$ cat config.mk
export PLATFORM = sky130hd
export DESIGN_NAME = pipr_ctrl
export DESIGN_NICKNAME = d
export VERILOG_FILES = /design/src/rtl/pipr_pkg.sv /design/src/rtl/pipr_ctrl.sv
export SDC_FILE = /design/constraint.sdc
export NUM_CORES = 1
export LEC_CHECK = 0
export BUFFER_PORTS_ARGS = -buffer_cell sky130_fd_sc_hd__buf_4
export CAP_MARGIN = 25
export CORE_MARGIN = 4
export CORE_UTILIZATION = 30
export CTS_BUF_LIST = sky130_fd_sc_hd__clkbuf_8
export DETAILED_ROUTE_END_ITERATION = 8
export GPL_TIMING_DRIVEN = 0
export SYNTH_ARGS = -nofsm -noshare
export SYNTH_HDL_FRONTEND = slang
export SYNTH_SLANG_ARGS = --single-unit
$ cat constraint.sdc
create_clock -name clk -period 5.1 [get_ports clk]
set_input_delay 0.51 -clock clk [delete_from_list [all_inputs] [get_ports clk]]
set_output_delay 0.51 -clock clk [all_outputs]
set_load 0.005 [all_outputs]
$ cat src/rtl/pipr_pkg.sv
// Package for the point-in-polygon ray-cast core.
// Shared constants, command/status structs and the longitude wrap function.
// No dependencies.
`default_nettype none
package pipr_pkg;

  localparam int MAX_VERTICES_DEF = 1024;

  localparam logic [1:0] MODE_CLEAR = 2'd0;
  localparam logic [1:0] MODE_LOAD  = 2'd1;
  localparam logic [1:0] MODE_QUERY = 2'd2;

  localparam logic [31:0] LON_WRAP = 32'd3600000000;

  typedef struct packed {
    logic clear;
    logic load;
    logic start;
    logic rd;
    logic last;
  } cmd_t;

  typedef struct packed {
    logic stall;
    logic busy;
    logic reject;
    logic poly_hit;
    logic ovf;
  } sts_t;

  function automatic logic [31:0] wrap_lon(input logic signed [31:0] lon);
    return lon[31] ? (32'(lon) + LON_WRAP) : 32'(lon);
  endfunction

endpackage
`default_nettype wire

$ cat src/rtl/pipr_ctrl.sv
// Controller for the point-in-polygon core: handshake, query sequencing
// and the result register. Depends on pipr_pkg.
`default_nettype none
module pipr_ctrl #(
  parameter int MAX_VERTICES = pipr_pkg::MAX_VERTICES_DEF,
  localparam int AW = $clog2(MAX_VERTICES),
  localparam int CW = $clog2(MAX_VERTICES + 1)
) (
  input  wire logic            clk,
  input  wire logic            rst_n,
  input  wire logic            in_valid,
  output logic                 in_ready,
  input  wire logic [1:0]      in_mode,
  output logic                 out_valid,
  input  wire logic            out_ready,
  output logic                 out_inside_res,
  output logic                 out_dropped,
  output pipr_pkg::cmd_t       cmd,
  output logic [AW-1:0]        rd_addr,
  input  wire pipr_pkg::sts_t  sts,
  input  wire logic [CW-1:0]   total
);

  localparam logic [2:0] ST_IDLE   = 3'd0;
  localparam logic [2:0] ST_START  = 3'd1;
  localparam logic [2:0] ST_WALK   = 3'd2;
  localparam logic [2:0] ST_DRAIN  = 3'd3;
  localparam logic [2:0] ST_FINISH = 3'd4;

  logic [2:0]    state_r, state_nxt;
  logic [AW-1:0] idx_r, idx_nxt;
  logic          out_valid_r, out_valid_nxt;
  logic          out_inside_r, out_inside_nxt;
  logic          out_dropped_r, out_dropped_nxt;
  logic          acc;
  logic          is_last;

  assign in_ready = (state_r == ST_IDLE);
  assign acc      = in_valid && in_ready;
  assign is_last  = ({{(CW-AW){1'b0}}, idx_r} == total - CW'(1));
  assign rd_addr  = idx_r;

  always_comb begin
    state_nxt       = state_r;
    idx_nxt         = idx_r;
    out_valid_nxt   = out_valid_r;
    out_inside_nxt  = out_inside_r;
    out_dropped_nxt = out_dropped_r;
    cmd             = '0;
    if (out_valid_r && out_ready) begin
      out_valid_nxt = 1'b0;
    end
    case (state_r)
      ST_IDLE: begin
        if (acc) begin
          case (in_mode)
            pipr_pkg::MODE_CLEAR: cmd.clear = 1'b1;
            pipr_pkg::MODE_LOAD:  cmd.load  = 1'b1;
            pipr_pkg::MODE_QUERY: begin
              cmd.start = 1'b1;
              state_nxt = ST_START;
            end
            default: ;
          endcase
        end
        idx_nxt = '0;
      end
      ST_START: begin
        state_nxt = sts.reject ? ST_DRAIN : ST_WALK;
      end
      ST_WALK: begin
        if (!sts.stall) begin
          cmd.rd   = 1'b1;
          cmd.last = is_last;
          idx_nxt  = idx_r + AW'(1);
          if (is_last) begin
            state_nxt = ST_DRAIN;
          end
        end
      end
      ST_DRAIN: begin
        if (!sts.busy) begin
          state_nxt = ST_FINISH;
        end
      end
      ST_FINISH: begin
        if (!out_valid_r || out_ready) begin
          out_valid_nxt   = 1'b1;
          out_inside_nxt  = sts.poly_hit && !sts.reject;
          out_dropped_nxt = sts.ovf;
          state_nxt       = ST_IDLE;
        end
      end
      default: state_nxt = ST_IDLE;
    endcase
  end

  always_ff @(posedge clk) begin
    if (!rst_n) begin
      state_r     <= ST_IDLE;
      idx_r       <= '0;
      out_valid_r <= 1'b0;
    end else begin
      state_r     <= state_nxt;
      idx_r       <= idx_nxt;
      out_valid_r <= out_valid_nxt;
    end
    out_inside_r  <= out_inside_nxt;
    out_dropped_r <= out_dropped_nxt;
  end

  assign out_valid      = out_valid_r;
  assign out_inside_res = out_inside_r;
  assign out_dropped    = out_dropped_r;

endmodule
`default_nettype wire

==> impl_metrics.ini <==
[global_route]
grt_max_degree = 11
grt_overflow = 0
grt_pass1_vias = 1080
grt_pass1_wl_um = 4730
antenna_found_initial = 0
track_usage_pct = 11.7

[route]
vias_per_cell = 4.88
routed_wirelength_um = 2830
first_pass_iters = 4
antenna_left = 0
drc = 0
wl_per_cell_um = 12.6
initialDrtViolationCount = 36
dr_total_vias = 1093

[floorplanning]
start_util_pct = 31.3
die_area_um2 = 4910
die_h_um = 70.1
die_x_um = 70.1
fp-row-count = 22
core_region_area_um2 = 3690
io_pins = 41

[worst_hold_path]
hold_class = primary input to flop

[final_layout]
layout-drive-gt1-share_pct = 30.7
fill_cells = 382
n_antenna_cell = 0
syn_to_final_growth_pct = 35.1
multi_input_area_um2 = 785
layout.nets = 201
final-seq-area_um2 = 340
post-route-cell-area_um2 = 1560

[timing]
finalSetupViolations = 0
slew_violations = 0
finClkSkew_ns = 0.00717
tightest_slew_ns = 0.556
finalHoldViolCount = 0
fin_crit_sh_pct = 58.2
fin_ws_ns = 2.13
relSlewSlack_pct = 62.8
clock.fmax_mhz = 337
period_minus_slack_ns = 2.97
finalSetupTns_ns = 0
rsz0062_at_grt = no

[logic_synthesis]
netlist_instances = 132
ys.warnings.count = 0
synthFlopType = dfxtp_1
syn_area_per_cell_um2 = 8.76
synth_top_area_cell = dfxtp_1
synth_cell_types = 46
ys_seq_area_share_pct = 29.4
synthesis.area_um2 = 1160
synth_commonest_cells = 14 x dfxtp_1, 14 x nor2_1, 11 x xnor2_1, 9 x xor2_1
ys_ff_latch = 16
yosys-top-cells-area = dfxtp_1 24%, xnor2_1 8.3%, xor2_1 6.8%, edfxtp_1 5.2%, nor2_1 4.5%
synth_edf_count = 2
yosysTopAreaCellShare_pct = 24.2
synthesis.nets = 156
synthArstFlopShare_pct = 0

[clock_network]
insertion_delay_ns = 0.25
cts_resized = 0
clockRootBuffer = clkbuf_8
htree_num_levels = 1
cts_max_path_buffers = 2
clk_pin_slew_worst_paths_ns = 0.07
cts_tree = yes
cts.sinks = 16
postCtsSetupRepairBufs = 0
cts_hold_buffers = 0
cts_made_buffers = 3

[run]
max_cap_viol_count = 0

[worst_setup_path]
arrival_ns = 2.46
required_ns = 4.59
critPathKind = primary input to primary output
worstSetupStartpointType = primary input
crit_path_end_kind = primary output
critPathMaxFanout = 7

[power_and_ir_drop]
power.switching_w = 0.000132
p_seq_share_pct = 38.0
p_total_w = 0.000393
irDropWorstVdd_mv = 0.121
intPower_w = 0.000261
power_density_nw_per_um2 = 252
combinationalPowerShare_pct = 37.8
p_leak_nw = 0.618
switching_share_pct = 33.5
pwr-share-clk_pct = 24.2

[placed_design]
dpl.hpwl_um = 2310
pre_cts_slack_ns = 2.08
port-buffer-count = 40
post_dp_cell_area_um2 = 1520
gp_congestion = 0.758

[outcome]
status = finished, final reports clean
## layout by cell type, fill, tap and decap left out, types with 2 or more instances in the layout
master	count
a21oi_1	5
a22oi_1	2
a2bb2oi_1	2
and2_1	2
buf_4	41
clkbuf_8	3
dfxtp_1	14
edfxtp_1	2
ha_1	2
inv_1	5
mux2i_1	2
nand2_1	5
nand2b_1	3
nand3_1	7
nand3b_1	2
nand4_1	3
nor2_1	14
nor2b_1	7
nor3_2	2
nor4bb_1	2
o21ai_0	6
or3_1	2
xnor2_1	11
xor2_1	9
## final timing paths
check,from,endpoint,slack (ns),cells after the start
worst max register to register,state_r[1]$_SDFFE_PN0P_,rd_addr[9]$_SDFFE_PN0P_,3.27,7
worst min register to register,rd_addr[6]$_SDFFE_PN0P_,rd_addr[6]$_SDFFE_PN0P_,0.55,2
worst max-delay path,total[0],cmd[0],2.13,10
worst min-delay path,sts[0],out_dropped$_DFFE_PP_,0.44,1
## stage by stage
stage               util [%]  instances  hold slack (ns)
CTS                     42.3        224            0.432
finish                  42.3        224            0.438
floorplan                  -        132            0.510
global placement        41.1        220            0.521
global route            42.3        224            0.431
detailed placement      41.1        220            0.537
## power groups by stage
stage / Combinational (W) / Clock (W) / Sequential [W]
after floorplan: 0.0000946 / 0 / 0.000149
after global placement: 0.000146 / 0 / 0.000151
after detailed placement: 0.000151 / 0 / 0.000152
after CTS: 0.000151 / 0.0000983 / 0.000149
after global routing: 0.000169 / 0.000101 / 0.000152
final: 0.000149 / 0.0000951 / 0.000149
## area by class of cell
type | count | share of cell area (%)
clock inverter | 1 | 0.240
clock buffer | 3 | 2.64
tap | 48 | 3.85
timing repair buffer | 40 | 19.2
buffer | 3 | 1.04
inverter | 4 | 0.962
sequential | 16 | 21.8
multi-input combinational | 109 | 50.2
## registers in the layout, summed over array words and instances, names as in the netlist
name            flops
out_dropped         1
out_inside_res      1
out_valid           1
rd_addr            10
state_r             3
## metal layers
metal	vias to the layer above	share of wire, %	wire (µm)	track usage [%]
met2	19	50	1420	19.7
met4	0	0.92	26	4.89
met3	2	3.4	96	2.30
met1	505	45	1280	14.3
li1	567	-	-	-
met5	-	0	0	0
## logic make-up (layout without fill, tap and decap cells)
logic type	Yosys count	count (layout)	share of synthesized area, %
and+or+nand+nor	64	64	36.9
AOI/OAI and AO/OA	20	20	10.9
xor gates and xnor gates	20	20	15.2
DFF	16	16	29.4
buffers and inverters	7	51	2.70
muxes	3	3	2.71
adders and majority gates	2	2	2.16
## worst max-delay path, cell delays in order
cell and delay, ns:
buf_4 0.13, inv_1 0.05, ha_1 0.16, nor3b_2 0.49
mux2_2 0.40, mux2i_1 0.13, o21ai_1 0.09, and4_1 0.20
and2_1 0.15, buf_4 0.13
Power figures use the tool's default switching activity.
